<file path="src/design/dmoa_pkg.sv">
// shared types, constants and the month length table for the minute offset adder
// used by the controller, the datapath and the top level, no dependencies
`timescale 1ns / 1ps

package dmoa_pkg;

  // field widths
  localparam int unsigned MonthW   = 4;
  localparam int unsigned DayW     = 5;
  localparam int unsigned HourW    = 5;
  localparam int unsigned MinuteW  = 6;
  localparam int unsigned OffsetW  = 21;
  localparam int unsigned InDataW  = 48;
  localparam int unsigned OutDataW = 24;

  // arithmetic widths
  localparam int unsigned HrMinW   = 11;  // hour*60+minute, up to 1923
  localparam int unsigned TotalW   = 23;  // signed sum of minutes
  localparam int unsigned MagW     = 21;  // magnitude of the sum
  localparam int unsigned QuoW     = 10;  // whole days, up to 729

  localparam int unsigned MinPerDay     = 1440;
  localparam int unsigned MinPerHour    = 60;
  localparam int unsigned MonthsPerYear = 12;
  localparam int unsigned LastMonthCode = 15;

  // reciprocal multipliers: exact floor quotient over the whole operand range
  localparam int unsigned DayRecip = 1491309;  // ceil(2^31 / 1440)
  localparam int unsigned DayShift = 31;
  localparam int unsigned HrRecip  = 1093;     // ceil(2^16 / 60)
  localparam int unsigned HrShift  = 16;

  typedef enum logic [2:0] {
    S_IDLE,
    S_DIV_DAY,
    S_REM_DAY,
    S_FIX,
    S_DIV_HR,
    S_REM_HR,
    S_WALK,
    S_DONE
  } state_e;

  // controller to datapath
  typedef struct packed {
    logic load;       // capture an input transfer
    logic day_div;    // whole days by reciprocal multiply
    logic day_rem;    // minutes left over within the day
    logic fix;        // floor correction, start the date walk
    logic hr_div;     // hour by reciprocal multiply
    logic hr_rem;     // minute left over within the hour
    logic walk_step;  // one month step of the date walk
    logic out_load;   // capture the result into the output register
  } cmd_t;

  // datapath to controller
  typedef struct packed {
    logic days_zero;
  } status_t;

  typedef struct packed {
    logic [OffsetW-1:0] minute_offset;
    logic [MinuteW-1:0] in_minute;
    logic [HourW-1:0]   in_hour;
    logic [DayW-1:0]    in_day;
    logic [MonthW-1:0]  in_month;
  } in_item_t;

  typedef struct packed {
    logic [MinuteW-1:0] out_minute;
    logic [HourW-1:0]   out_hour;
    logic [DayW-1:0]    out_day;
    logic [MonthW-1:0]  out_month;
  } out_item_t;

  // non-leap year, out-of-range months count as 31 days
  function automatic logic [DayW-1:0] month_len(logic [MonthW-1:0] m);
    logic [DayW-1:0] len;
    unique case (m)
      4'd2:                       len = 5'd28;
      4'd4, 4'd6, 4'd9, 4'd11:    len = 5'd30;
      default:                    len = 5'd31;
    endcase
    return len;
  endfunction

endpackage

</file>
<file path="src/design/dmoa_ctrl.sv">
// controller for the minute offset adder: sequencing fsm and output valid
// depends on dmoa_pkg
`timescale 1ns / 1ps

module dmoa_ctrl (
  input  logic             clk_i,
  input  logic             rst_ni,
  input  logic             in_valid_i,
  output logic             in_ready_o,
  output logic             out_valid_o,
  input  logic             out_ready_i,
  input  dmoa_pkg::status_t status_i,
  output dmoa_pkg::cmd_t    cmd_o
);

  dmoa_pkg::state_e           state_q, state_d;
  logic                       out_valid_q, out_valid_d;

  always_ff @(posedge clk_i or negedge rst_ni) begin
    if (!rst_ni) begin
      state_q     <= dmoa_pkg::S_IDLE;
      out_valid_q <= 1'b0;
    end else begin
      state_q     <= state_d;
      out_valid_q <= out_valid_d;
    end
  end

  always_comb begin
    state_d     = state_q;
    cmd_o       = '0;
    in_ready_o  = 1'b0;
    out_valid_d = out_valid_q;
    if (out_valid_q && out_ready_i) begin
      out_valid_d = 1'b0;
    end
    unique case (state_q)
      dmoa_pkg::S_IDLE: begin
        in_ready_o = 1'b1;
        if (in_valid_i) begin
          cmd_o.load = 1'b1;
          state_d    = dmoa_pkg::S_DIV_DAY;
        end
      end
      dmoa_pkg::S_DIV_DAY: begin
        cmd_o.day_div = 1'b1;
        state_d       = dmoa_pkg::S_REM_DAY;
      end
      dmoa_pkg::S_REM_DAY: begin
        cmd_o.day_rem = 1'b1;
        state_d       = dmoa_pkg::S_FIX;
      end
      dmoa_pkg::S_FIX: begin
        cmd_o.fix = 1'b1;
        state_d   = dmoa_pkg::S_DIV_HR;
      end
      dmoa_pkg::S_DIV_HR: begin
        // hour split and month walk run side by side
        cmd_o.hr_div    = 1'b1;
        cmd_o.walk_step = 1'b1;
        state_d         = dmoa_pkg::S_REM_HR;
      end
      dmoa_pkg::S_REM_HR: begin
        cmd_o.hr_rem    = 1'b1;
        cmd_o.walk_step = 1'b1;
        state_d         = dmoa_pkg::S_WALK;
      end
      dmoa_pkg::S_WALK: begin
        cmd_o.walk_step = 1'b1;
        if (status_i.days_zero) begin
          state_d = dmoa_pkg::S_DONE;
        end
      end
      dmoa_pkg::S_DONE: begin
        if (!out_valid_q || out_ready_i) begin
          cmd_o.out_load = 1'b1;
          out_valid_d    = 1'b1;
          state_d        = dmoa_pkg::S_IDLE;
        end
      end
      default: begin
        state_d = dmoa_pkg::S_IDLE;
      end
    endcase
  end

  assign out_valid_o = out_valid_q;

endmodule

</file>
<file path="src/design/dmoa_dp.sv">
// datapath for the minute offset adder: minute sum, reciprocal dividers,
// month walk and output register; depends on dmoa_pkg
`timescale 1ns / 1ps

module dmoa_dp (
  input  logic                 clk_i,
  input  dmoa_pkg::in_item_t   in_item_i,
  input  dmoa_pkg::cmd_t       cmd_i,
  output dmoa_pkg::status_t    status_o,
  output dmoa_pkg::out_item_t  out_item_o
);

  localparam int unsigned MW = dmoa_pkg::MonthW;
  localparam int unsigned DW = dmoa_pkg::DayW;
  localparam int unsigned QW = dmoa_pkg::QuoW;
  localparam int unsigned AW = dmoa_pkg::MagW;
  localparam int unsigned RW = dmoa_pkg::HrMinW;  // minutes within a day
  localparam int unsigned SW = 12;  // signed width for the walk compare

  // division
  logic [AW-1:0] rem_q, rem_d;
  logic [QW-1:0] quo_q, quo_d;
  logic          neg_q, neg_d;
  // walk
  logic [MW-1:0] month_q, month_d;
  logic [DW-1:0] day_q, day_d;
  logic [QW-1:0] days_q, days_d;
  logic          bwd_q, bwd_d;
  logic          orig_ok_q, orig_ok_d;
  dmoa_pkg::out_item_t out_q, out_d;

  // load path
  logic [dmoa_pkg::HrMinW-1:0] hr_min;
  logic [dmoa_pkg::TotalW-1:0] total;
  logic [dmoa_pkg::TotalW-1:0] total_abs;

  // reciprocal products
  logic [2*AW-1:0] day_prod;
  logic [2*RW-1:0] hr_prod;

  // walk step
  logic [DW-1:0] len, prev_len;
  logic [MW-1:0] next_month, prev_month;
  logic [SW-1:0] remain, days_ext, fwd_left;

  always_comb begin
    hr_min = dmoa_pkg::HrMinW'(in_item_i.in_hour) * dmoa_pkg::HrMinW'(dmoa_pkg::MinPerHour)
           + dmoa_pkg::HrMinW'(in_item_i.in_minute);
    total  = {{(dmoa_pkg::TotalW - dmoa_pkg::OffsetW){in_item_i.minute_offset[dmoa_pkg::OffsetW-1]}},
              in_item_i.minute_offset}
           + {{(dmoa_pkg::TotalW - dmoa_pkg::HrMinW){1'b0}}, hr_min};
    total_abs = total[dmoa_pkg::TotalW-1] ? (~total + 1'b1) : total;

    day_prod = (2*AW)'(rem_q) * (2*AW)'(dmoa_pkg::DayRecip);
    hr_prod  = (2*RW)'(rem_q[RW-1:0]) * (2*RW)'(dmoa_pkg::HrRecip);

    len        = dmoa_pkg::month_len(month_q);
    // wrap after code 15, and after december when the start month code was 12 or less
    if (month_q == MW'(dmoa_pkg::LastMonthCode) ||
        (month_q == MW'(dmoa_pkg::MonthsPerYear) && orig_ok_q)) begin
      next_month = MW'(1);
    end else begin
      next_month = month_q + 1'b1;
    end
    if (month_q <= MW'(1)) begin
      prev_month = MW'(dmoa_pkg::MonthsPerYear);
    end else begin
      prev_month = month_q - 1'b1;
    end
    prev_len = dmoa_pkg::month_len(prev_month);

    remain   = SW'(len) - SW'(day_q);
    days_ext = SW'(days_q);
    fwd_left = days_ext - remain - SW'(1);
  end

  always_comb begin
    rem_d     = rem_q;
    quo_d     = quo_q;
    neg_d     = neg_q;
    month_d   = month_q;
    day_d     = day_q;
    days_d    = days_q;
    bwd_d     = bwd_q;
    orig_ok_d = orig_ok_q;
    out_d     = out_q;

    if (cmd_i.load) begin
      rem_d     = total_abs[AW-1:0];
      quo_d     = '0;
      neg_d     = total[dmoa_pkg::TotalW-1];
      month_d   = in_item_i.in_month;
      day_d     = in_item_i.in_day;
      days_d    = '0;
      orig_ok_d = (in_item_i.in_month <= MW'(dmoa_pkg::MonthsPerYear));
    end

    if (cmd_i.day_div) begin
      quo_d = day_prod[dmoa_pkg::DayShift +: QW];
    end

    if (cmd_i.day_rem) begin
      rem_d = rem_q - AW'(quo_q) * AW'(dmoa_pkg::MinPerDay);
    end

    if (cmd_i.fix) begin
      // floor division: a negative sum with a remainder borrows one more day
      if (neg_q && rem_q != '0) begin
        days_d = quo_q + 1'b1;
        rem_d  = AW'(dmoa_pkg::MinPerDay) - rem_q;
      end else begin
        days_d = quo_q;
      end
      bwd_d = neg_q;
    end

    if (cmd_i.hr_div) begin
      quo_d = QW'(hr_prod[dmoa_pkg::HrShift +: dmoa_pkg::HourW]);
    end

    if (cmd_i.hr_rem) begin
      rem_d = rem_q - AW'(quo_q) * AW'(dmoa_pkg::MinPerHour);
    end

    if (cmd_i.walk_step && days_q != '0) begin
      if (!bwd_q) begin
        if ($signed(days_ext) <= $signed(remain)) begin
          day_d  = day_q + DW'(days_q);
          days_d = '0;
        end else begin
          days_d  = fwd_left[QW-1:0];
          day_d   = DW'(1);
          month_d = next_month;
        end
      end else begin
        if (days_q < QW'(day_q)) begin
          day_d  = day_q - DW'(days_q);
          days_d = '0;
        end else begin
          days_d  = days_q - QW'(day_q);
          month_d = prev_month;
          day_d   = prev_len;
        end
      end
    end

    if (cmd_i.out_load) begin
      out_d.out_month  = month_q;
      out_d.out_day    = day_q;
      out_d.out_hour   = quo_q[dmoa_pkg::HourW-1:0];
      out_d.out_minute = rem_q[dmoa_pkg::MinuteW-1:0];
    end
  end

  always_ff @(posedge clk_i) begin
    rem_q     <= rem_d;
    quo_q     <= quo_d;
    neg_q     <= neg_d;
    month_q   <= month_d;
    day_q     <= day_d;
    days_q    <= days_d;
    bwd_q     <= bwd_d;
    orig_ok_q <= orig_ok_d;
    out_q     <= out_d;
  end

  assign status_o.days_zero = (days_q == '0);
  assign out_item_o         = out_q;

endmodule

</file>
<file path="src/design/datetime_minute_offset_adder_core.sv">
// top level of the minute offset adder: stream ports, controller and datapath
// depends on dmoa_pkg, dmoa_ctrl and dmoa_dp
`timescale 1ns / 1ps

// Adds a signed minute offset to a month/day/hour/minute timestamp in a fixed
// non-leap calendar; December rolls over to January and no year is kept. One
// item is in flight at a time. After the input transfer the block forms the
// whole-day quotient (reciprocal multiply), then the minutes left within the
// day, then the floor correction; then the hour quotient and the minute
// remainder are formed in turn while the date walks one month per cycle, the
// controller sees the walk end and the output register is loaded. The block
// returns to idle before the next input transfer. The month walk dominates for
// large offsets. The output register holds a finished result while the next
// item is already being taken in; a new result waits only if the old one is
// still untaken.

module datetime_minute_offset_adder_core (
  input  logic        clk_i,
  input  logic        rst_ni,
  // slave side: in_month[3:0], in_day[8:4], in_hour[13:9], in_minute[19:14],
  // minute_offset[40:20], zeros[47:41]
  input  logic        s_axis_tvalid_i,
  output logic        s_axis_tready_o,
  input  logic [47:0] s_axis_tdata_i,
  // master side: out_month[3:0], out_day[8:4], out_hour[13:9],
  // out_minute[19:14], zeros[23:20]
  output logic        m_axis_tvalid_o,
  input  logic        m_axis_tready_i,
  output logic [23:0] m_axis_tdata_o
);

  dmoa_pkg::cmd_t      cmd;
  dmoa_pkg::status_t   status;
  dmoa_pkg::in_item_t  in_item;
  dmoa_pkg::out_item_t out_item;

  // unpack the fields of the incoming transfer
  assign in_item = s_axis_tdata_i[$bits(dmoa_pkg::in_item_t)-1:0];

  // sequencing: idle, day split, correction, hour split with month walk, handoff
  dmoa_ctrl u_ctrl (
    .clk_i       (clk_i),
    .rst_ni      (rst_ni),
    .in_valid_i  (s_axis_tvalid_i),
    .in_ready_o  (s_axis_tready_o),
    .out_valid_o (m_axis_tvalid_o),
    .out_ready_i (m_axis_tready_i),
    .status_i    (status),
    .cmd_o       (cmd)
  );

  // arithmetic and the output register
  dmoa_dp u_dp (
    .clk_i      (clk_i),
    .in_item_i  (in_item),
    .cmd_i      (cmd),
    .status_o   (status),
    .out_item_o (out_item)
  );

  // pad the result up to whole bytes
  assign m_axis_tdata_o = {{(dmoa_pkg::OutDataW - $bits(dmoa_pkg::out_item_t)){1'b0}}, out_item};

endmodule

</file>
<file path="config.mk">
export PLATFORM = sky130hd
export DESIGN_NAME = datetime_minute_offset_adder_core
export DESIGN_NICKNAME = d
export VERILOG_FILES = /design/src/design/dmoa_pkg.sv /design/src/design/dmoa_ctrl.sv /design/src/design/dmoa_dp.sv /design/src/design/datetime_minute_offset_adder_core.sv
export SDC_FILE = /design/constraint.sdc
export NUM_CORES = 1
export LEC_CHECK = 0
export BUFFER_PORTS_ARGS = -buffer_cell sky130_fd_sc_hd__buf_2
export CORE_MARGIN = 2
export CORE_UTILIZATION = 40
export DETAILED_ROUTE_END_ITERATION = 7
export MAX_ROUTING_LAYER = met4
export REMOVE_ABC_BUFFERS = 1
export SLEW_MARGIN = 20
export SYNTH_ARGS = -nofsm -noshare
export SYNTH_HDL_FRONTEND = slang
export SYNTH_SLANG_ARGS = --single-unit
</file>
<file path="constraint.sdc">
create_clock -name clk_i -period 7.19 [get_ports clk_i]
set_input_delay 0.3595 -clock clk_i [delete_from_list [all_inputs] [get_ports clk_i]]
set_output_delay 0.3595 -clock clk_i [all_outputs]
set_load 0.1 [all_outputs]
</file>
# Yosys cells after proc, flatten, opt, wreduce, memory -nomap -nowiden
# Index checks and enable logic that the tools add are counted.
# W data, S select, Z words.
word_totals:
  ff_bits: 77
  latchBits: 0
  ramBits: 0
  romBits: 0
  inputBits: 52
  output_inout_bits: 26
  elab_cells: 128
  mem_count: 0
op_classes:
  add_sub_neg: 15
  multipliers: 5
  div_mod_pow: 0
  magnitude_cmp: 4
  eq_ne: 22
  n_shift: 0
  mux: 47
  n_bitwise: 1
  reduce_logical: 19
op_table:
  columns: ["op", "count"]
  rows:
  - ["$mux W21", 6]
  - ["$mux W10", 8]
  - ["$mul A21 B21 Y41 const B", 1]
  - ["$mux W5", 6]
  - ["$mux W4", 7]
  - ["$eq A4 B4 Y1 const B", 6]
  - ["$pmux W3 S8", 1]
  - ["$add A21 B12 Y22", 1]
  - ["$add A21 B1 Y21 const B", 1]
  - ["$mul A11 B11 Y21 const B", 1]
  - ["$not A21 Y21", 1]
  - ["$reduce_bool A21 Y1", 1]
  - ["$sub A11 B21 Y21 const A", 1]
  - ["$sub A21 B16 Y21", 1]
  - ["$sub A21 B21 Y21", 1]
  - ["$eq A4 B3 Y1 const B", 4]
  - ["$mul A10 B6 Y16 const B", 1]
  - ["$mul A10 B4 Y14 const B", 1]
  - ["$mux W1", 14]
  - ["$eq A3 B3 Y1 const B", 4]
  - ["$add A11 B6 Y11", 1]
  - ["$le A11 B6 Y1", 1]
  - ["$add A10 B1 Y10 const B", 1]
  - ["$logic_not A10 Y1", 1]
  - ["29 further kinds", 42]

# Depth between registers and ports, before layout
# Gate-level depths: netlist (run 1).
logic_depth:
  word_depth: 11
  depth_mapped: 24
  depth_no_buf: 24

# By module
# A second synthesis (run 1) with hierarchy kept.
hier_totals:
  cells_unflattened: 2014
  hier_area_um2: 18417.7
modules_own_cells:
  columns: ["module", "instances", "cells_each", "area_each_um2", "seq_area_each_um2"]
  rows:
  - ["dmoa_dp", 1, 1980, 18077.3, 1911.8]
  - ["dmoa_ctrl", 1, 29, 306.5, 100.1]
  - ["datetime_minute_offset_adder_core", 1, 5, 33.8, 0.0]

# Least setup slack after synthesis (run 1)
# No wires, ideal clock.
synth_timing:
  path_type: "reg-to-reg"
  start: "reg u_dp.rem_q[3]"
  end: "reg u_dp.quo_q[7]"
  setup_time_ns: 0.131
  t_arrival_ns: 5.854
  required_time_ns: 7.059
  slack_ns: 1.205
  stages_incl_launch_ff: 23
  path_buffers: 0
  synth_period_minus_slack_ns: 5.985
  path_cell_list: "dfxtp_1 ha_1 inv_1 fa_1 inv_1 fa_1 ha_1 ha_1 inv_1 fa_1 inv_1 fa_1 ha_1 a21o_1 a21o_1 a2111oi_0 nand3_1 a221o_1 o21ai_1 nand3b_1 a21oi_1 xor2_1 o22ai_1"
synth_via:
  elab_chain_cells: 2
synth_rtl:
  columns: ["item", "line_no", "text"]
  rows:
  - ["from (decl)", "dmoa_dp.sv:21", "logic [AW-1:0] rem_q, rem_d;"]
  - ["from (signal assigned)", "dmoa_dp.sv:156", "rem_q <= rem_d;"]
  - ["$mul A21 B21 Y41", "dmoa_dp.sv:54", "day_prod = (2*AW)'(rem_q) * (2*AW)'(dmoa_pkg::DayRecip);"]
  - ["$mux W10", "dmoa_dp.sv:98", "if (cmd_i.day_div) begin"]
  - ["to (signal assigned)", "dmoa_dp.sv:157", "quo_q <= quo_d;"]
  - ["to (decl)", "dmoa_dp.sv:22", "logic [QW-1:0] quo_q, quo_d;"]
# Every way passes these cells.
# A chain may end at the register's enable or synchronous reset.

# Final worst setup path (run 1)
layout_timing:
  start: "reg u_dp.rem_q[15]"
  end: "reg u_dp.quo_q[4] (data pin)"
layout_via:
  elab_chain_cells: 3
layout_rtl:
  columns: ["item", "line_no", "text"]
  rows:
  - ["$mul A21 B21 Y41", "dmoa_dp.sv:54", null]
  - ["$mux W10", "dmoa_dp.sv:98", null]
  - ["$mux W5", "dmoa_dp.sv:117", "if (cmd_i.hr_div) begin"]
  - ["named net u_dp.quo_d[4]", "dmoa_dp.sv:22", null]
# The timed path passes the listed nets, and every way through them passes these cells.

==> out/summary.txt, run 1 <==
status - finished clean
via count - 14600
Setup Skew - 0.0127 ns
Tcrit/Tclk final - 92.1%
FMAX - 0.151 GHz
number of global-route vias before repair - 14900
num rows - 78
unrepaired setup endpoints after global routing - false
DRT Wirelength - 49400 um
CP Launch Type - register
worst hold-check path type - input port to register
synth unique cells - 86
CP most frequent cell - fa_1
hold path cells - 3
Post-synth ARST share - 5.19%
crit path max-delay cell type - dfxtp_1
IO Port Bufs - 66
GRT overflow - 0
Mapped Cells - 2042
final hold violation count - 0
Worst-Skew Late Latency - 0.37 ns
pin count of the biggest net entering global routing - 22
Final min period - 6.62 ns
TritonCTS buffer count - 9
DR vias/cell - 5.36
Slew Viols, Final - 0
crit path from - u_dp.rem_q[15]$_DFF_P_
Post-CTS Resized - 0
hold path startpoint - s_axis_tdata_i[4]
Die Wd - 219 um
Final WS setup - 0.568 ns
worst-margin pin slew - 0.790 ns
Req. time, crit path - 7.29 ns
category of the most critical setup path - register to register
Hold EP - u_dp.day_q[0]$_DFFE_PP_
reg2reg setup slack - 0.57 ns
clock root buffer - clkbuf_16
CTS sink count - 77
Crit path arrival time - 6.72 ns
ys flop type - edfxtp_1
antenna cells - 0
final RePlAce weighted congestion - 0.930
Setup TNS - 0 ns
worst rel slew slack - 46.6%
Initial Util - 40.7%
critical path fanouts, max - 9
R2R depth - 21
max_cap viols - 0
first-pass GRT wire length - 79000 um
Final nets - 2753
Hold Slack - 0.273 ns
syn_area_per_cell - 9.05 um^2
Die Height - 219 um
worst path cell trace - ha_1, inv_1, fa_1, inv_1, fa_1, inv_1, fa_1, fa_1, inv_1, fa_1, fa_1, ha_1, and4_1, and3_1, a221oi_1, nand2_1, a31oi_1, o21ai_0, a21oi_1, xor2_1, o22ai_1
num ports - 78
clock-pin slew on the worst setup and hold paths - 0.07 ns
YS warnings - 0
Setup WS pre-CTS - 0.495 ns
DR pass1 iterations - 5
CTS tree - yes
commonest non-fill, non-tap cell in the layout - ha_1
area of the multi-input gates - 0.0149 mm^2
synthesized flop and latch total - 77
H-tree depth - 3
CP peak stage delay - 0.59 ns
r2r endpoint - u_dp.quo_q[4]$_DFFE_PP_
Post-synth EDFFs - 45
DR WL/cell - 18.1 um
initial antenna violation count - 0
reg2reg start - u_dp.rem_q[15]$_DFF_P_
DP Wirelength - 42800 um
Clock Path Buffers - 2
total global-route track usage - 21.8%
Core Box Area - 0.0455 mm^2
Final setup violation count - 0
layout cells sized above 1 - 6.77%
Storage cell area - 0.00201 mm^2
most frequent cells in the layout - 377 x ha_1, 373 x inv_1, 202 x fa_1, 124 x a21oi_1, 103 x xnor2_1
area grow syn2layout - 8.25%
Filler cells - 4528
1st-iter DRT viols - 912
CP Capture Type - register
Antenna Nets Post-Route - 0
DRC - 0
Die ar. - 0.0480 mm^2
Post-Syn Area - 0.0185 mm^2
Seq/Total Area, Yosys - 10.9%
[what timing repair did]
item	4_1_cts	5_1_grt
hold endpoints to repair	4	0
hold buffers	1	0
buffers inserted	0	0
[layout make-up]
class / instances / area share (%)
multi-input cells: 1555 / 74.6
flip-flops and latches: 77 / 10.1
inverters: 375 / 7.03
well taps: 600 / 3.75
repair buffers: 104 / 3.09
clock buffers: 11 / 1.21
clock inverters: 5 / 0.294
[how the worst max path moves through the flow]
stage	endpoint	slack [ns]	depth (start not counted)
2_1_floorplan	u_dp.quo_q[7]$_SDFFE_PP0P_	1.21	22
3_3_place_gp	u_dp.quo_q[1]$_DFFE_PP_	0.55	22
3_5_place_dp	u_dp.quo_q[1]$_DFFE_PP_	0.49	22
4_1_cts	u_dp.quo_q[1]$_DFFE_PP_	0.50	22
5_1_grt	u_dp.quo_q[9]$_SDFFE_PP0P_	0.21	23
6_report	u_dp.quo_q[4]$_DFFE_PP_	0.57	21
[synthesized netlist by cell type, types with 18 or more instances]
library cell | n | area share [%]
a21oi_1 | 124 | 3.4
xnor2_1 | 103 | 4.9
o21bai_1 | 19 | 0.77
inv_1 | 373 | 7.6
fa_1 | 202 | 22
edfxtp_1 | 45 | 7.3
nor3_1 | 33 | 0.89
o21ai_0 | 72 | 1.9
xor2_1 | 48 | 2.3
nand3_1 | 42 | 1.1
clkbuf_1 | 30 | 0.61
o21a_1 | 20 | 0.81
a31oi_1 | 18 | 0.61
ha_1 | 377 | 26
dfxtp_1 | 28 | 3.0
o22ai_1 | 18 | 0.61
nand2b_1 | 18 | 0.61
nor2_1 | 98 | 2.0
nand2_1 | 93 | 1.9
a21o_1 | 40 | 1.6
[state kept, by name, indices dropped and copies added, names as in the netlist]
signal,count
u_dp.rem_q,21
u_dp.day_q,5
u_dp.orig_ok_q,1
u_dp.neg_q,1
u_dp.days_q,10
u_ctrl.out_valid_o,1
u_dp.quo_q,10
u_dp.out_item_o,20
u_dp.month_q,4
u_dp.bwd_q,1
u_ctrl.state_q,3
[cell families (layout without fill, tap and decap cells)]
kind of cell	after synthesis	count (layout)	synth area share [%]
other	1	4	0.0203
AO/OA/AOI/OAI	432	432	15.5
AND/OR/NAND/NOR	381	381	10.1
flip-flops	77	77	10.9
buffers and inverters	413	495	8.47
adder cells (fa/ha/maj)	579	579	47.4
XOR/XNOR	152	152	7.24
multiplexers	7	7	0.393
[stage by stage]
stage	utilization (%)	area (um^2)	cells
floorplan	-	18300	2007
global placement	43.3	19700	2710
detailed placement	43.3	19700	2710
CTS	44.0	20000	2727
global route	44.0	20000	2727
finish	44.0	20000	2727
[layer usage]
| metal | share of wire, % | track usage [%] | vias to the layer above |
|---|---|---|---|
| met3 | 4.3 | 3.16 | 55 |
| met4 | 2.3 | 5.36 | 0 |
| met2 | 47 | 35.4 | 320 |
| met5 | 0 | - | - |
| met1 | 46 | 28.7 | 7112 |
| li1 | - | - | 7132 |
[worst max-delay path: cells and delay by family (launching register included)]
| family | cells | cell delay [ns] |
|---|---|---|
| flip-flops | 1 | 0.59 |
| AND/OR/NAND/NOR | 3 | 0.49 |
| AO/OA/AOI/OAI | 5 | 1.22 |
| adder cells (fa/ha/maj) | 8 | 3.53 |
| buffers and inverters | 4 | 0.34 |
| XOR/XNOR | 1 | 0.17 |
Power of run 1 is left out: the tool's default activity adds up to more than one toggle a clock period on the data nets, which glitch-free logic cannot reach.
==> inputs of run 2 (changes only) <==
Settings changed: ABC_AREA set to 1, CTS_CLUSTER_DIAMETER set to 150.
==> out/summary.txt, run 2 <==
Setup WS pre-CTS - 0.795 ns (+0.300 ns)
CP peak stage delay - 0.60 ns (about the same)
unrepaired setup endpoints after global routing - false
most frequent cells in the layout - 538 x inv_1, 449 x nand2_1, 377 x ha_1, 202 x fa_1, 191 x a21oi_1
total global-route track usage - 23.8% (+1.9 points)
pin count of the biggest net entering global routing - 29 (+32%)
ys flop type - edfxtp_1
area grow syn2layout - 7.47%
1st-iter DRT viols - 1011 (+11%)
Mapped Cells - 2583 (+26%)
YS warnings - 0 (unchanged)
DRC - 0 (unchanged)
Die Height - 226 um (+3.2%)
hold path cells - 2 (-1)
clock root buffer - clkbuf_16
R2R depth - 20 (-4.8%)
crit path from - u_dp.rem_q[16]$_DFF_P_
CTS tree - yes
num rows - 81 (+3.8%)
category of the most critical setup path - register to register
synth cell count leaders - 538 x inv_1, 449 x nand2_1, 377 x ha_1
Req. time, crit path - 7.27 ns (-0.02 ns)
DRT Wirelength - 56100 um (+14%)
Clock Path Buffers - 2 (unchanged)
Filler cells - 5038 (+11%)
Final nets - 3286 (+19%)
DP Wirelength - 48600 um (+13%)
largest delay contributor family on the critical path - adder cells
status - finished clean
CP most frequent cell - fa_1
area of the multi-input gates - 0.0155 mm^2 (+4.0%)
Post-synth ARST share - 5.19% (unchanged)
crit path max-delay cell type - dfxtp_1
Initial Util - 40.4% (-0.27 points)
Largest register FFs - 21 (unchanged)
layout cells sized above 1 - 4.81% (-2.0 points)
H-tree depth - 3 (unchanged)
CTS sink count - 77 (unchanged)
reg2reg setup slack - 0.73 ns (+0.16 ns)
GRT overflow - 0 (unchanged)
synth unique cells - 59 (-31%)
Final setup violation count - 0 (unchanged)
IO Port Bufs - 66 (unchanged)
worst-margin pin slew - 0.849 ns (+0.0590 ns)
Post-synth EDFFs - 45 (unchanged)
initial antenna violation count - 0 (unchanged)
critical path fanouts, max - 10 (+1)
FMAX - 0.155 GHz (+2.5%)
count leader, synth - inv_1
Die ar. - 0.0511 mm^2 (+6.6%)
Core Box Area - 0.0488 mm^2 (+7.4%)
Final WS setup - 0.728 ns (+0.160 ns)
Yosys top cell by area - ha_1
Yosys top cell area share - 23.9% (-1.6 points)
DR vias/cell - 5.16 (-3.8%)
final RePlAce weighted congestion - 0.959 (+3.1%)
Seq/Total Area, Yosys - 10.2% (-0.68 points)
r2r endpoint - u_dp.quo_q[0]$_DFFE_PP_
final hold violation count - 0 (unchanged)
Reg with most FFs - u_dp.rem_q
first-pass GRT wire length - 92800 um (+17%)
worst path cell trace - ha_1, inv_1, fa_1, inv_1, fa_1, inv_1, fa_1, fa_1, inv_1, fa_1, fa_1, ha_1, a21oi_1, o21ai_0, a21oi_1, nor2_1, nor2_1, nand2_1, xnor2_1, o22ai_1
Post-CTS Resized - 0 (unchanged)
Slew Viols, Final - 0 (unchanged)
synthesized flop and latch total - 77 (unchanged)
Setup Skew - 0.0113 ns (-0.00136 ns)
Crit path arrival time - 6.54 ns (-0.18 ns)
Post-Syn Area - 0.0197 mm^2 (+6.7%)
Tcrit/Tclk final - 89.9% (-2.2 points)
clock-pin slew on the worst setup and hold paths - 0.07 ns (about the same)
DR pass1 iterations - 5 (unchanged)
TritonCTS buffer count - 9 (unchanged)
buffer and inverter count on the worst path - 4 (unchanged)
commonest non-fill, non-tap cell in the layout - inv_1
Storage cell area - 0.00201 mm^2 (unchanged)
Final min period - 6.46 ns (-0.160 ns)
DR WL/cell - 16.9 um (-6.8%)
largest cells by area after synthesis - ha_1 24%, fa_1 21%, inv_1 10%, nand2_1 8.5%, edfxtp_1 6.9%
CP Launch Type - register
hold path startpoint - m_axis_tready_i
Setup TNS - 0 ns (unchanged)
antenna cells - 0 (unchanged)
syn_area_per_cell - 7.64 um^2 (-16%)
worst rel slew slack - 43.3% (-3.3 points)
num ports - 78 (unchanged)
Hold EP - u_ctrl.out_valid_o$_DFF_PN0_
Antenna Nets Post-Route - 0 (unchanged)
final instance area - 0.0212 mm^2 (+5.9%)
Worst-Skew Late Latency - 0.37 ns (about the same)
max_cap viols - 0 (unchanged)
via count - 17100 (+17%)
number of global-route vias before repair - 17600 (+18%)
CP Capture Type - register
area of placed instances - 0.0209 mm^2 (+5.9%)
worst hold-check path type - input port to register
reg2reg start - u_dp.rem_q[16]$_DFF_P_
Die Wd - 226 um (+3.2%)
==> run 2: cell count changes in the layout (fill, tap and decap cells not counted), moves of 18 or more <==
cell | previous run | this run
nor2_1 | 97 | 158
nand2_1 | 93 | 449
nand2b_1 | 18 | 0
nand3_1 | 42 | 128
a21o_1 | 40 | 8
o21ai_0 | 72 | 135
xnor2_1 | 103 | 23
inv_1 | 373 | 538
buf_4 | 37 | 18
a21oi_1 | 124 | 191
==> run 2: logic make-up (layout without fill, tap and decap cells) <==
family | after synthesis | in the layout | synth area share, %
simple gates | 828 | 828 | 17.7
other cells | 1 | 4 | 0.0190
xor+xnor | 88 | 88 | 3.91
fa+ha+maj | 579 | 579 | 44.4
flops | 77 | 77 | 10.2
buf+inv | 571 | 645 | 11.2
compound gates | 439 | 439 | 12.6
==> run 2: worst register-to-register path: cells and delay by family, from the launching register on <==
family / cells / cell delay (ns)
AND/OR/NAND/NOR: 3 / 0.28
AO/OA/AOI/OAI: 4 / 0.75
adder cells (fa/ha/maj): 8 / 3.78
flip-flops: 1 / 0.60
XOR/XNOR: 1 / 0.44
buffers and inverters: 4 / 0.33
==> run 2: per-stage QoR <==
stage          std cells  utilization (%)  hold slack, ns
5_1_grt             3324             43.4           0.274
3_3_place_gp        3307             42.7           0.187
6_report            3324             43.4           0.273
4_1_cts             3324             43.4           0.250
3_5_place_dp        3307             42.7           0.185
2_1_floorplan       2559                -          0.0639
==> run 2: cell type report <==
type | instances | area share (%)
Sequential cell | 77 | 9.49
Clock inverter | 7 | 0.431
Tap cell | 664 | 3.92
Inverter | 544 | 9.63
Clock buffer | 9 | 1.06
Multi-Input combinational cell | 1938 | 73.2
Timing Repair Buffer | 85 | 2.24
==> run 2: worst max path at each step <==
stage                                 endpoint  slack (ns)  cells past startpoint
CTS                    u_dp.quo_q[0]$_DFFE_PP_        0.75                     20
finish                 u_dp.quo_q[0]$_DFFE_PP_        0.73                     20
detailed placement     u_dp.quo_q[0]$_DFFE_PP_        0.79                     20
floorplan              u_dp.quo_q[3]$_DFFE_PP_        1.72                     17
global route        u_dp.quo_q[8]$_SDFFE_PP0P_        0.34                     21
global placement       u_dp.quo_q[0]$_DFFE_PP_        0.83                     20
==> run 2: layer usage <==
metal | share of wire [%] | track usage [%] | wire, um
met1 | 46 | 31.0 | 25900
met2 | 48 | 39.9 | 26700
met3 | 4.0 | 2.00 | 2270
met4 | 2.4 | 6.11 | 1330
met5 | 0 | - | 0
==> run 2: what timing repair did <==
action                                 CTS  global route
hold buffers                             1             0
endpoints found under the hold margin    4             0
buffers inserted                         0             0
Power of run 2 is left out for the same reason.
